`src/hdl/srss_pkg.sv`:
```
`timescale 1ns / 1ps

package srss_pkg;

	// Number of switches on the shift register chain.
	localparam int NUM_INPUTS_DEF = 22;
	localparam int NUM_INPUTS_MAX = 32;

	// Positions covered by the fixed control map.
	localparam int MAP_LEN = 22;

	localparam int TICK_W = 16;
	localparam int CHAN_W = 4;
	localparam int CC_W   = 7;
	localparam int TIME_W = 32;
	localparam int SCAN_W = 32;

	localparam int CFG_IDX_W  = 1;
	localparam int CFG_DATA_W = 16;

	localparam logic [CFG_IDX_W-1:0] REG_TICK_INTERVAL = 1'd0;
	localparam logic [CFG_IDX_W-1:0] REG_EVENT_CHANNEL = 1'd1;

	localparam logic [TICK_W-1:0] TICK_RESET = 16'd1;
	localparam logic [CHAN_W-1:0] CHAN_RESET = 4'd6;

	localparam logic [CC_W-1:0] CC_VALUE_RISE = 7'd0;
	localparam logic [CC_W-1:0] CC_VALUE_FALL = 7'd127;

	typedef enum logic [1:0] {
		PH_LOAD,
		PH_READ,
		PH_ADVANCE,
		PH_CLEAR
	} phase_t;

	typedef struct packed {
		logic [TIME_W-1:0] now_time;
		logic              data_in;
	} in_word_t;

	typedef struct packed {
		logic              clock_pin;
		logic              load_pin;
		logic              event_valid;
		logic [CC_W-1:0]   cc_number;
		logic [CC_W-1:0]   cc_value;
		logic [CHAN_W-1:0] channel_out;
		logic [SCAN_W-1:0] scan_count;
	} out_word_t;

	// What the sequencer hands to the event stage for one poll.
	typedef struct packed {
		logic              do_read;
		logic              data;
		logic [CC_W-1:0]   cc_number;
		logic [CHAN_W-1:0] channel;
		logic              clock_pin;
		logic              load_pin;
		logic [SCAN_W-1:0] scan_count;
	} seq_ctl_t;

	// Control number for a switch position; unmapped positions report themselves.
	function automatic logic [CC_W-1:0] cc_map(input logic [CC_W-1:0] pos);
		logic [CC_W-1:0] num;
		unique case (pos)
			7'd0:    num = 7'd10;
			7'd1:    num = 7'd11;
			7'd2:    num = 7'd12;
			7'd3:    num = 7'd13;
			7'd4:    num = 7'd1;
			7'd5:    num = 7'd2;
			7'd6:    num = 7'd3;
			7'd7:    num = 7'd4;
			7'd8:    num = 7'd18;
			7'd9:    num = 7'd19;
			7'd10:   num = 7'd20;
			7'd11:   num = 7'd21;
			7'd12:   num = 7'd9;
			7'd13:   num = 7'd8;
			7'd14:   num = 7'd7;
			7'd15:   num = 7'd0;
			7'd16:   num = 7'd14;
			7'd17:   num = 7'd15;
			7'd18:   num = 7'd16;
			7'd19:   num = 7'd17;
			7'd20:   num = 7'd5;
			7'd21:   num = 7'd6;
			default: num = pos;
		endcase
		return num;
	endfunction

endpackage

```
`src/hdl/srss_level_ram.sv`:
```
`timescale 1ns / 1ps

// Stored switch levels: one read-first port that returns the old level and
// writes the new one in the same cycle. Entries never written read as low.
module srss_level_ram #(
	parameter int DEPTH = srss_pkg::NUM_INPUTS_DEF,
	parameter int AW    = 5
) (
	input  logic          clk,
	input  logic          arst_n,
	input  logic          en,
	input  logic [AW-1:0] addr,
	input  logic          wdata,
	output logic          rdata
);

	logic             mem [DEPTH];
	logic [DEPTH-1:0] written_q;
	logic             rd_level_q;
	logic             rd_written_q;

	always_ff @(posedge clk) begin
		if (en) begin
			rd_level_q <= mem[addr];
			mem[addr]  <= wdata;
		end
	end

	always_ff @(posedge clk or negedge arst_n) begin
		if (!arst_n) begin
			written_q    <= '0;
			rd_written_q <= 1'b0;
		end else if (en) begin
			rd_written_q    <= written_q[addr];
			written_q[addr] <= 1'b1;
		end
	end

	assign rdata = rd_written_q & rd_level_q;

endmodule

```
`src/hdl/srss_sequencer.sv`:
```
`timescale 1ns / 1ps

// Four-phase pin sequencer with the configuration registers.
module srss_sequencer #(
	parameter int NUM_INPUTS = srss_pkg::NUM_INPUTS_DEF,
	parameter int AW         = 5,
	parameter int PW         = 5
) (
	input  logic                               clk,
	input  logic                               arst_n,
	input  logic                               accept,
	input  srss_pkg::in_word_t                 in_word,
	input  logic                               cfg_we,
	input  logic [srss_pkg::CFG_IDX_W-1:0]     cfg_index,
	input  logic [srss_pkg::CFG_DATA_W-1:0]    cfg_data,
	output logic                               ram_en,
	output logic [AW-1:0]                      ram_addr,
	output srss_pkg::seq_ctl_t                 ctl
);

	localparam logic [PW-1:0] POS_LAST = PW'(NUM_INPUTS - 1);
	localparam logic [PW-1:0] POS_END  = PW'(NUM_INPUTS);

	logic [srss_pkg::TICK_W-1:0] tick_q;
	logic [srss_pkg::CHAN_W-1:0] chan_q;

	srss_pkg::phase_t            phase_q, phase_d;
	logic [PW-1:0]               pos_q, pos_d;
	logic [srss_pkg::TIME_W-1:0] last_q, last_d;
	logic                        half_q, half_d;
	logic [srss_pkg::SCAN_W-1:0] scans_q, scans_d;
	logic                        clk_lvl_q, clk_lvl_d;
	logic                        load_lvl_q, load_lvl_d;

	logic [srss_pkg::TIME_W-1:0] elapsed;
	logic                        due0;
	logic                        due1;
	logic                        load_go;
	logic                        read_go;

	always_ff @(posedge clk or negedge arst_n) begin
		if (!arst_n) begin
			tick_q <= srss_pkg::TICK_RESET;
			chan_q <= srss_pkg::CHAN_RESET;
		end else if (cfg_we) begin
			unique case (cfg_index)
				srss_pkg::REG_TICK_INTERVAL: tick_q <= cfg_data[srss_pkg::TICK_W-1:0];
				srss_pkg::REG_EVENT_CHANNEL: chan_q <= cfg_data[srss_pkg::CHAN_W-1:0];
				default: ;
			endcase
		end
	end

	assign elapsed = in_word.now_time - last_q;
	assign due0    = elapsed >= {{(srss_pkg::TIME_W - srss_pkg::TICK_W){1'b0}}, tick_q};
	assign load_go = (phase_q == srss_pkg::PH_LOAD) && due0;
	// Once the load tick is taken in this poll, no time has passed since.
	assign due1    = load_go ? (tick_q == '0) : due0;
	assign read_go = (phase_q == srss_pkg::PH_READ) || load_go;

	// Next state: the phases are evaluated in order within one poll.
	always_comb begin
		phase_d    = phase_q;
		pos_d      = pos_q;
		last_d     = last_q;
		half_d     = half_q;
		scans_d    = scans_q;
		clk_lvl_d  = clk_lvl_q;
		load_lvl_d = load_lvl_q;
		if (load_go) begin
			clk_lvl_d  = 1'b0;
			load_lvl_d = 1'b1;
			last_d     = in_word.now_time;
			phase_d    = srss_pkg::PH_READ;
		end
		if (phase_d == srss_pkg::PH_READ) begin
			phase_d = (pos_q >= POS_LAST) ? srss_pkg::PH_CLEAR : srss_pkg::PH_ADVANCE;
			pos_d   = pos_q + PW'(1);
		end
		if (phase_d == srss_pkg::PH_ADVANCE && due1) begin
			clk_lvl_d = half_q;
			last_d    = in_word.now_time;
			half_d    = ~half_q;
			phase_d   = half_q ? srss_pkg::PH_READ : srss_pkg::PH_ADVANCE;
		end
		if (phase_d == srss_pkg::PH_CLEAR && due1) begin
			clk_lvl_d  = 1'b0;
			load_lvl_d = 1'b0;
			last_d     = in_word.now_time;
			pos_d      = '0;
			phase_d    = srss_pkg::PH_LOAD;
			scans_d    = scans_q + 32'd1;
		end
	end

	always_ff @(posedge clk or negedge arst_n) begin
		if (!arst_n) begin
			phase_q    <= srss_pkg::PH_LOAD;
			pos_q      <= '0;
			last_q     <= '0;
			half_q     <= 1'b0;
			scans_q    <= '0;
			clk_lvl_q  <= 1'b0;
			load_lvl_q <= 1'b0;
		end else if (accept) begin
			phase_q    <= phase_d;
			pos_q      <= pos_d;
			last_q     <= last_d;
			half_q     <= half_d;
			scans_q    <= scans_d;
			clk_lvl_q  <= clk_lvl_d;
			load_lvl_q <= load_lvl_d;
		end
	end

	// Outputs of the poll.
	always_comb begin
		ram_en         = accept && read_go && (pos_q < POS_END);
		ram_addr       = pos_q[AW-1:0];
		ctl.do_read    = read_go && (pos_q < POS_END);
		ctl.data       = in_word.data_in;
		ctl.cc_number  = srss_pkg::cc_map(srss_pkg::CC_W'(pos_q));
		ctl.channel    = chan_q;
		ctl.clock_pin  = clk_lvl_d;
		ctl.load_pin   = load_lvl_d;
		ctl.scan_count = scans_d;
	end

endmodule

```
`src/hdl/srss_event_stage.sv`:
```
`timescale 1ns / 1ps

// Edge compare against the stored level, and the output register.
module srss_event_stage (
	input  logic                clk,
	input  logic                arst_n,
	input  logic                accept,
	input  srss_pkg::seq_ctl_t  ctl,
	input  logic                old_level,
	input  logic                out_stall,
	output logic                in_stall,
	output logic                out_valid,
	output srss_pkg::out_word_t out_word
);

	logic                s1_valid_q;
	srss_pkg::seq_ctl_t  ctl_s1;
	logic                out_valid_q;
	srss_pkg::out_word_t word_s2;
	srss_pkg::out_word_t word_d;
	logic                advance;
	logic                edge_seen;

	assign advance  = s1_valid_q && (!out_valid_q || !out_stall);
	assign in_stall = s1_valid_q && out_valid_q && out_stall;

	assign edge_seen = ctl_s1.do_read && (ctl_s1.data != old_level);

	always_comb begin
		word_d.clock_pin   = ctl_s1.clock_pin;
		word_d.load_pin    = ctl_s1.load_pin;
		word_d.scan_count  = ctl_s1.scan_count;
		word_d.event_valid = edge_seen;
		word_d.cc_number   = edge_seen ? ctl_s1.cc_number : '0;
		word_d.cc_value    = !edge_seen ? '0 :
			(ctl_s1.data ? srss_pkg::CC_VALUE_RISE : srss_pkg::CC_VALUE_FALL);
		word_d.channel_out = edge_seen ? ctl_s1.channel : '0;
	end

	always_ff @(posedge clk or negedge arst_n) begin
		if (!arst_n) begin
			s1_valid_q  <= 1'b0;
			out_valid_q <= 1'b0;
		end else begin
			if (accept) begin
				s1_valid_q <= 1'b1;
			end else if (advance) begin
				s1_valid_q <= 1'b0;
			end
			if (advance) begin
				out_valid_q <= 1'b1;
			end else if (!out_stall) begin
				out_valid_q <= 1'b0;
			end
		end
	end

	always_ff @(posedge clk) begin
		if (accept) begin
			ctl_s1 <= ctl;
		end
		if (advance) begin
			word_s2 <= word_d;
		end
	end

	assign out_valid = out_valid_q;
	assign out_word  = word_s2;

endmodule

```
`src/hdl/shift_register_switch_scanner_unit.sv`:
```
`timescale 1ns / 1ps

// Shift register switch scanner. Each input word is one poll: the current time and the serial
// data bit read from a parallel-in serial-out switch chain. A load / read / advance / clear
// sequencer paces the clock and shift/load pins by tick_interval (register 0, reset 1) and, on
// every read, compares the switch at the current position with its stored level; an edge gives
// a control-change event with the mapped control number, value 0 on a rise and 127 on a fall,
// and event_channel (register 1, reset 6). Exactly one output word follows every input word,
// carrying the pin levels after the poll and the count of completed scans. One poll is taken
// every clock cycle; an accepted word passes the first stage to the output register, and the
// input is held back only while both stages are full and the output is stalled. The rate is
// set by the single read-first port of the switch level memory, which returns the old level
// and writes the new one for the same switch in the same cycle. Stored levels start low after
// reset; per-switch written bits stand in for a clearing pass, so the block is ready at once.
module shift_register_switch_scanner_unit #(
	parameter int NUM_INPUTS = srss_pkg::NUM_INPUTS_DEF
) (
	input  logic                            clk,
	input  logic                            arst_n,
	input  logic                            in_valid,
	output logic                            in_stall,
	input  srss_pkg::in_word_t              in_word,
	output logic                            out_valid,
	input  logic                            out_stall,
	output srss_pkg::out_word_t             out_word,
	input  logic                            cfg_we,
	input  logic [srss_pkg::CFG_IDX_W-1:0]  cfg_index,
	input  logic [srss_pkg::CFG_DATA_W-1:0] cfg_data
);

	// Memory address width and the width of the read position, which must also hold the
	// count of switches itself once the last one has been read.
	localparam int AW = (NUM_INPUTS > 1) ? $clog2(NUM_INPUTS) : 1;
	localparam int PW = $clog2(NUM_INPUTS + 1);

	logic               accept;
	logic               ram_en;
	logic [AW-1:0]      ram_addr;
	logic               old_level;
	srss_pkg::seq_ctl_t ctl;

	assign accept = in_valid && !in_stall;

	srss_sequencer #(
		.NUM_INPUTS (NUM_INPUTS),
		.AW         (AW),
		.PW         (PW)
	) u_seq (
		.clk       (clk),
		.arst_n    (arst_n),
		.accept    (accept),
		.in_word   (in_word),
		.cfg_we    (cfg_we),
		.cfg_index (cfg_index),
		.cfg_data  (cfg_data),
		.ram_en    (ram_en),
		.ram_addr  (ram_addr),
		.ctl       (ctl)
	);

	// The poll's data bit is written back while the old level is read out.
	srss_level_ram #(
		.DEPTH (NUM_INPUTS),
		.AW    (AW)
	) u_ram (
		.clk    (clk),
		.arst_n (arst_n),
		.en     (ram_en),
		.addr   (ram_addr),
		.wdata  (in_word.data_in),
		.rdata  (old_level)
	);

	srss_event_stage u_evt (
		.clk       (clk),
		.arst_n    (arst_n),
		.accept    (accept),
		.ctl       (ctl),
		.old_level (old_level),
		.out_stall (out_stall),
		.in_stall  (in_stall),
		.out_valid (out_valid),
		.out_word  (out_word)
	);

`ifndef SYNTHESIS
	// Input is only held back when both stages are full.
	a_stall_only_when_full: assert property (@(posedge clk) disable iff (!arst_n)
		in_stall |-> out_valid)
		else $error("input stalled while output register empty");

	// Without an event the event fields are all zero.
	a_quiet_fields: assert property (@(posedge clk) disable iff (!arst_n)
		(out_valid && !out_word.event_valid) |->
			(out_word.cc_number == '0 && out_word.cc_value == '0 &&
			 out_word.channel_out == '0))
		else $error("event fields set without an event");

	// The load pin falls only in the clear phase, which completes a scan.
	a_scan_on_load_fall: assert property (@(posedge clk) disable iff (!arst_n)
		(out_valid && $past(out_valid) && $fell(out_word.load_pin)) |->
			(out_word.scan_count == $past(out_word.scan_count) + 32'd1))
		else $error("load pin fell without a completed scan");

	// The scan count moves only when the load pin is driven low.
	a_scan_with_load_low: assert property (@(posedge clk) disable iff (!arst_n)
		(out_valid && $past(out_valid) &&
		 out_word.scan_count != $past(out_word.scan_count)) |-> !out_word.load_pin)
		else $error("scan count moved with load pin high");
`endif

endmodule

```
`config.mk`:
```
export PLATFORM = sky130hd
export DESIGN_NAME = shift_register_switch_scanner_unit
export DESIGN_NICKNAME = d
export VERILOG_FILES = /design/src/hdl/srss_pkg.sv /design/src/hdl/srss_level_ram.sv /design/src/hdl/srss_sequencer.sv /design/src/hdl/srss_event_stage.sv /design/src/hdl/shift_register_switch_scanner_unit.sv
export SDC_FILE = /design/constraint.sdc
export NUM_CORES = 1
export LEC_CHECK = 0
export BUFFER_PORTS_ARGS = -buffer_cell sky130_fd_sc_hd__buf_2
export CORE_ASPECT_RATIO = 1.4
export CORE_MARGIN = 2
export CORE_UTILIZATION = 55
export CTS_BUF_LIST = sky130_fd_sc_hd__clkbuf_4
export DETAILED_ROUTE_END_ITERATION = 10
export PLACE_DENSITY = 0.77
export SLEW_MARGIN = 20
export SYNTH_ARGS = -nofsm -noshare
export SYNTH_HDL_FRONTEND = slang
export SYNTH_HIERARCHICAL = 1
export SYNTH_SLANG_ARGS = --single-unit
```
`constraint.sdc`:
```
create_clock -name clk -period 4.7 [get_ports clk]
set_input_delay 0.47 -clock clk [delete_from_list [all_inputs] [get_ports clk]]
set_output_delay 0.47 -clock clk [all_outputs]
set_load 0.05 [all_outputs]
```
==> metrics, run 1 <==
commonest cells after routing, fill and taps aside=117 x edfxtp_1, 116 x dfrtp_1, 108 x buf_2; Cell Int Power=~4.3 mW; routed vias=~9,600; RePlAce Congestion=around 0.95; reg2reg end=u_ram/mem[15]; synth warn=6; max_cap viols=0; Mapped Area=around 13,000 um2; fin crit period=between 4 and 5 ns; Inserted Clock Buffers=54; NetSw=around 2.4 mW; Worst IR Drop VDD=222 uV; Sw Share=between 30% and 40%; Pins Over Slew Limit=0; total global routing overflow=0; DRC violations left=0; final hold violations=0; Worst Path Buf+Inv=2; Mean Syn Cell Area=about 11 um2; number of global-route vias before repair=9,335; Startpoint Class=flip-flop; fmax=roughly 0.22 GHz; hpwl dp=between 15,000 and 20,000 um; TritonCTS clock tree=built; cells after synthesis=~1,200; final period utilization=a little over nine tenths; largest net degree at the start of global routing=65; register area share after synthesis=between 50 and 60%; Hold EP=u_seq/last_q[12]; clk sinks=236; Comb power frac=34.1%; Async S/R FF share, synth=~50%; worst slew pin tran=between 0.8 and 0.9 ns; Clock power frac=a little under a quarter; critical path arrival=between 4 and 5 ns; Starting DRT DRC Count=between 500 and 600; critical-path cell list=inv_1 > ha_1 > o211ai_1 > a21oi_2 > nor2_1 > o21ai_0 > a21o_1 > a21oi_1 > xnor2_1 > ha_1 > o2111ai_1 > a31o_2 > a21oi_1 > nor4_1 > nand4_1 > a2111oi_4 > and4_1 > or2_4 > nor2_4 > nand3_1 > nor2_1 > buf_4; Total GRT Usage=around 22%; router iterations before antenna repair=5; commonest register cell after synthesis=edfxtp_1; number of synthesized flops with an enable pin=approximately 120; status=completed; first-pass GRT wire length=about 44,000 um; initial antenna violation count=1; Slowest Stage Delay on Critical Path=approximately 0.36 ns; Sequential Power Share=41.8%; clk_skew=0.0312 ns; CP max-delay cell=dfrtp_1; wire per inst=15.6 um; Worst setup EP type=flip-flop; CTS root buf=clkbuf_4; Die ar.=about 24,000 um2; crit-path leading delay family=simple AND/OR/NAND/NOR gates; initial cell density of the core=a little under three fifths; Area Growth Syn to Fin=16.4%; Hold Crit Depth=2; CP Class=flip-flop to flip-flop; Unique masters post-synth=a little under 80; share of layout cells above drive strength 1=between 20% and 30%; final antenna-violating net count=0; die height=184 um; worst min-delay path startpoint=in_word[13]; placed cell count=approximately 1,600; Max Fanout on Critical Path=5; critical path required time=a little over 5 ns; Die X=around 130 um; Fin Hold WS=0.0467 ns; P per Cell Area=roughly 450 nW/um2; NumNets Final=1,466; PortBufs=between 100 and 150; #FFs+latches synth=236; H-tree levels=2; Setup Viol. Count Final=0; Routed WL=26,500 um; Pleak=between 6 and 7 nW; commonest non-fill, non-tap cell in the layout=edfxtp_1; io pins=110; RSZ-0062 raised after global routing=true; stages on the worst setup path=22; Worst Hold Class=input port to flip-flop; Max-slew headroom=46.1%; Clock transition at path regs=0.07 ns; clk_lat worst skew=approximately 0.68 ns; DR vias/cell=5.62; Reg2Reg Launch Point=u_seq/last_q[2]; Core Area=around 23,000 um2; R2R Setup Slk=0.21 ns; # rows=65; Bufs on Longest Clock Path=3; final non-filler cell total=1,702; r2r worst-path depth=22
[layer usage]
| metal | GRT usage (%) | vias to the layer above | share of wire (%) |
|---|---|---|---|
| met2 | 39.6 | 307 | 52 |
| met1 | 26.9 | 4547 | 40 |
| met4 | 8.82 | 0 | 3.0 |
| met5 | 0 | - | 0 |
| li1 | - | 4640 | - |
| met3 | 3.44 | 64 | 4.8 |
[cell families (layout without fill, tap and decap cells)]
| kind of cell | after synthesis | in the layout | share of synthesized area (%) |
|---|---|---|---|
| other | 1 | 3 | 0.0294 |
| XOR/XNOR | 82 | 82 | 5.63 |
| multiplexers | 56 | 56 | 5.68 |
| flip-flops | 236 | 236 | 51.0 |
| AO/OA/AOI/OAI | 212 | 212 | 10.9 |
| buffers and inverters | 140 | 370 | 5.31 |
| AND/OR/NAND/NOR | 388 | 388 | 16.1 |
| adder cells (fa/ha/maj) | 54 | 54 | 5.36 |
[sequential cells by signal, summed over array words and instances, names as in the netlist, 2 cells and up]
| signal | count |
|---|---|
| u_evt/out_word | 47 |
| u_evt/ctl_s1 | 47 |
| u_seq/phase_q | 2 |
| u_ram/mem | 22 |
| u_seq/tick_q | 16 |
| u_seq/ram_addr | 5 |
| u_seq/last_q | 32 |
| u_ram/written_q | 22 |
| u_seq/scans_q | 32 |
| u_seq/chan_q | 4 |
[repair_timing]
action | CTS | global route
endpoints found under the hold margin | 77 | 2
cloned | 0 | 0
pin swaps | 0 | 8
setup buffers | 0 | 3
endpoints found under the setup margin | 16 | 141
hold buffers | 22 | 2
resized for setup | 1 | 13
[cell usage after synthesis, types with 11 or more instances]
master    count  area share [%]
nand2b_1     12            0.59
nor3_1       32             1.3
nand4_1      32             1.6
nand2_1      71             2.1
a21o_1       12            0.71
or2_2        24             1.2
mux2_2       16             1.4
and4_1       11            0.76
edfxtp_1    117              28
ha_1         53             5.2
inv_1        66             1.9
o21ai_0      50             2.0
clkbuf_1     40             1.2
nand3_1      43             1.7
a21oi_1      59             2.3
a31oi_1      11            0.54
xor2_1       31             2.1
buf_4        14            0.82
nor4_1       13            0.64
and3_1       40             2.0
dfrtp_1     116              23
xnor2_1      51             3.5
mux2_1       22             1.9
nor2_1       70             2.1
[power groups by stage]
stage	sequential, mW	clock (mW)	combinational [mW]
floorplan	2.93	0	1.63
global placement	2.83	0	2.19
detailed placement	2.85	0	2.24
CTS	2.81	1.67	2.27
global route	2.86	1.78	2.52
finish	2.81	1.61	2.29
[per-stage QoR]
step	power, mW	area [um2]	worst slack [ns]	setup TNS, ns	util, %
floorplan	4.56	12800	0.00857	0	-
global placement	5.03	13800	-0.160	-5.19	60.9
detailed placement	5.10	13800	-0.227	-12.61	60.9
CTS	6.75	14700	0.0127	0	65.0
global route	7.16	14800	-0.0123	-0.0281	65.4
finish	6.72	14800	0.208	0	65.4
[how the worst max path moves through the flow]
stage	from	to	slack (ns)
after floorplan	in_word[3]	u_ram/mem[16]	0.009
after global placement	in_word[1]	u_ram/mem[4]	-0.16
after detailed placement	in_word[1]	u_ram/mem[0]	-0.23
after CTS	u_seq/last_q[0]	u_ram/mem[0]	0.01
after global routing	u_seq/last_q[6]	u_ram/written_q[6]	-0.01
final	u_seq/last_q[2]	u_ram/mem[15]	0.21
[cell type report]
class / instances / area, um2
antenna: 1 / 2.50
clock inverter: 19 / 105
clock buffer: 80 / 601
sequential: 236 / 6490
tap: 301 / 377
timing repair buffer: 205 / 1350
multi-input combinational: 794 / 5660
inverter: 66 / 248
fill: 1781 / 7850
Note: power is estimated with default switching activity, not from simulation.
==> inputs of run 2 (changes only) <==
--- a/config.mk
+++ b/config.mk
@@ -10,10 +10,10 @@
 export CORE_MARGIN = 2
 export CORE_UTILIZATION = 55
 export CTS_BUF_LIST = sky130_fd_sc_hd__clkbuf_4
+export CTS_CLUSTER_DIAMETER = 80
 export DETAILED_ROUTE_END_ITERATION = 10
 export PLACE_DENSITY = 0.77
 export SLEW_MARGIN = 20
 export SYNTH_ARGS = -nofsm -noshare
 export SYNTH_HDL_FRONTEND = slang
-export SYNTH_HIERARCHICAL = 1
 export SYNTH_SLANG_ARGS = --single-unit
==> run 2 against run 1 <==
Sequential power fell by 4%. Core utilization rose by 2.4 points. Highest routed layer unchanged. Final cell count rose by 1.2%. Die area fell by 2.8%.
==> metrics, run 2 <==
status=completed; Slowest Stage Delay on Critical Path=between 0.5 and 0.6 ns; total global routing overflow=0; Worst setup endpoint=u_ram.written_q[15]; Worst Path Buf+Inv=5; Routed WL=approximately 30,000 um; DRC violations left=0; Mapped Area=between 10,000 and 15,000 um2; io pins=110; RSZ-0062 raised after global routing=true; pre-CTS setup slack=-0.428 ns; synth top area cells=edfxtp_1 27%, dfrtp_1 23%, ha_1 5.4%; most frequent cells after synthesis=116 x dfrtp_1, 116 x nand2_1, 113 x edfxtp_1, 70 x inv_1, 67 x o21ai_0; TritonCTS clock tree=built; fmax=0.215 GHz; Comb power frac=~39%; Die ar.=23,800 um2; Pins Over Slew Limit=0; DR vias/cell=between 5 and 6; Total GRT Usage=24.4%; fin crit period=~4.7 ns; CTS root buf=clkbuf_4; H-tree levels=2; CP max-delay cell=dlygate4sd3_1; number of global-route vias before repair=a little under 10,000; final hold violations=0; post-route setup TNS=0 ns; stages on the worst setup path=22; routed vias=slightly below 10,000; die height=182 um; worst slew pin tran=about 1.1 ns; Max Fanout on Critical Path=8; Mean Syn Cell Area=around 11 um2; post-synth top area cell=edfxtp_1; Sequential Area=approximately 6400 um2; Max-slew headroom=around 24%; reg2reg end=u_ram.written_q[15]; Synth top area share=27.4%; multi-input logic area=between 5000 and 6000 um2; number of synthesized flops with an enable pin=roughly 110; critical-path cell list=dlygate4sd3_1 > buf_2 > ha_4 > a21o_1 > a21oi_2 > a21oi_2 > o41ai_4 > o21ai_1 > xor2_1 > ha_1 > a21oi_2 > o21ai_1 > a31o_2 > a211oi_2 > o2111ai_2 > or4_4 > nor3_4 > nor3_4 > buf_12 > buf_12 > buf_6 > a31o_4; synth warn=0; Cell Int Power=between 4 and 5 mW; Inserted Clock Buffers=56; crit-path leading delay family=compound AO/OA/AOI/OAI gates; CP Class=input port to flip-flop; Starting DRT DRC Count=about 640; initial antenna violation count=1; critical path arrival=a little over 5 ns; clk_skew=~0.041 ns; commonest register cell after synthesis=dfrtp_1; Setup Viol. Count Final=0; r2r worst-path depth=21; # rows=65; cells after synthesis=roughly 1,200; Reg2Reg Launch Point=u_seq.last_q[1]; max_cap viols=0; Unique masters post-synth=79; NumNets Final=around 1,500; initial cell density of the core=55.4%; first-pass GRT wire length=between 40,000 and 50,000 um; #FFs+latches synth=around 230; wire per inst=17.2 um; Clock power frac=23.6%; PortBufs=between 100 and 150; final antenna-violating net count=0; critical path required time=between 5 and 6 ns; Worst Hold Class=input port to flip-flop; clk_lat worst skew=around 0.67 ns; Worst IR Drop VDD=approximately 260 uV; Bufs on Longest Clock Path=3; Startpoint Class=input port; final worst setup slack=around 0.046 ns; Sw Share=approximately 36%; clk sinks=between 200 and 250; hpwl dp=~20,000 um; Sequential Power Share=around 38%; largest net degree at the start of global routing=61; NetSw=between 2 and 3 mW; commonest cells after routing, fill and taps aside=116 x nand2_1, 116 x dfrtp_1, 113 x edfxtp_1; fillcell total=1,657; Async S/R FF share, synth=51.3%; Worst setup EP type=flip-flop; P per Cell Area=roughly 470 nW/um2; Pleak=between 6 and 7 nW; R2R Setup Slk=around 0.09 ns; Clock transition at path regs=~0.06 ns; router iterations before antenna repair=6; Die X=~130 um; Core Util, Final=roughly two thirds; CP dominant cell by count=a21oi_2; worst setup path startpoint=in_word[4]; final period utilization=approximately 99%; Area Growth Syn to Fin=22.4%; share of layout cells above drive strength 1=approximately 28%; RePlAce Congestion=around 0.96; register area share after synthesis=51.5%; Core Area=22,400 um2
run 2: cell types whose count changed in the layout (fill, tap and decap cells not counted), sizes merged, moves of 21 or more:
cell | previous run | this run
o21ai | 55 | 80
mux2 | 38 | 13
nand2 | 71 | 116
xor2 | 31 | 54
xnor2 | 51 | 30
a31o | 1 | 28
run 2: kinds of logic after synthesis:
| logic type | count (synthesis) | share of synthesized area, % |
|---|---|---|
| adders and majority gates | 54 | 5.52 |
| other | 1 | 0.0303 |
| and+or+nand+nor | 354 | 14.0 |
| DFF | 232 | 51.5 |
| muxes | 27 | 3.32 |
| xor gates and xnor gates | 84 | 5.94 |
| AOI/OAI and AO/OA | 267 | 14.5 |
| buffers and inverters | 139 | 5.19 |
run 2: worst register-to-register path, stage by stage, from the launching register on:
cell and delay (ns):
dfrtp_1 0.40, inv_2 0.08, ha_4 0.20, nor2b_4 0.12, o2111ai_2 0.25, a21oi_2 0.12, o41ai_4 0.43, o21ai_1 0.11
xor2_1 0.17, ha_1 0.35, a21oi_2 0.14, o21ai_1 0.08, a31o_2 0.22, a211oi_2 0.22, o2111ai_2 0.13, or4_4 0.47
nor3_4 0.27, nor3_4 0.09, buf_12 0.17, buf_12 0.13, buf_6 0.11, a31o_4 0.22
run 2: stage by stage:
| step | instances | power (mW) | hold WS, ns | area, um2 |
|---|---|---|---|---|
| final | 1722 | 7.13 | 0.0585 | 15200 |
| after global routing | 1722 | 7.53 | 0.0190 | 15200 |
| after CTS | 1713 | 6.91 | 0.000246 | 14700 |
| after detailed placement | 1579 | 5.04 | 0.405 | 13600 |
| after global placement | 1577 | 4.97 | 0.400 | 13600 |
| after floorplan | 1159 | 4.35 | 0.174 | 12400 |
run 2: layout make-up:
type / instances / share of cell area (%)
Clock inverter: 18 / 0.693
Inverter: 71 / 1.76
Multi-Input combinational cell: 788 / 37.4
Tap cell: 301 / 2.48
Sequential cell: 232 / 42.1
Clock buffer: 86 / 4.26
Timing Repair Buffer: 225 / 11.4
Antenna cell: 1 / 0.0165
run 2: worst min path at each step:
| stage | start | end | slack, ns | depth (start not counted) |
|---|---|---|---|---|
| 2_1_floorplan | arst_n | u_evt.out_valid | 0.17 | 0 |
| 3_3_place_gp | u_evt.ctl_s1[27] | u_evt.out_word[27] | 0.40 | 0 |
| 3_5_place_dp | u_evt.ctl_s1[21] | u_evt.out_word[21] | 0.40 | 0 |
| 4_1_cts | cfg_data[9] | u_seq.tick_q[9] | 0.0002 | 3 |
| 5_1_grt | in_word[16] | u_seq.last_q[15] | 0.02 | 3 |
| 6_report | in_word[11] | u_seq.last_q[10] | 0.06 | 3 |
run 2: power by group through the flow:
stage / logic (mW) / registers, mW / clock network (mW)
3_3_place_gp: 2.25 / 2.71 / 0
3_5_place_dp: 2.31 / 2.73 / 0
4_1_cts: 2.50 / 2.69 / 1.73
2_1_floorplan: 1.56 / 2.79 / 0
5_1_grt: 2.97 / 2.72 / 1.83
6_report: 2.75 / 2.69 / 1.68
run 2: repair_timing:
item                                   CTS  global route
endpoints found under the hold margin   83             0
setup buffers                            2             4
gates resized for setup                 12            60
hold buffers                            26             0
cloned                                   2             5
pin swaps                                8            25
setup endpoints to repair              127           135
run 2: per-layer routing:
metal | global-route usage [%] | vias to the layer above | part of all wire, %
met5 | 0 | - | 0
met4 | 13.0 | 0 | 4.0
met3 | 3.92 | 90 | 4.6
met2 | 43.6 | 348 | 54
met1 | 27.5 | 4705 | 38
li1 | - | 4659 | -
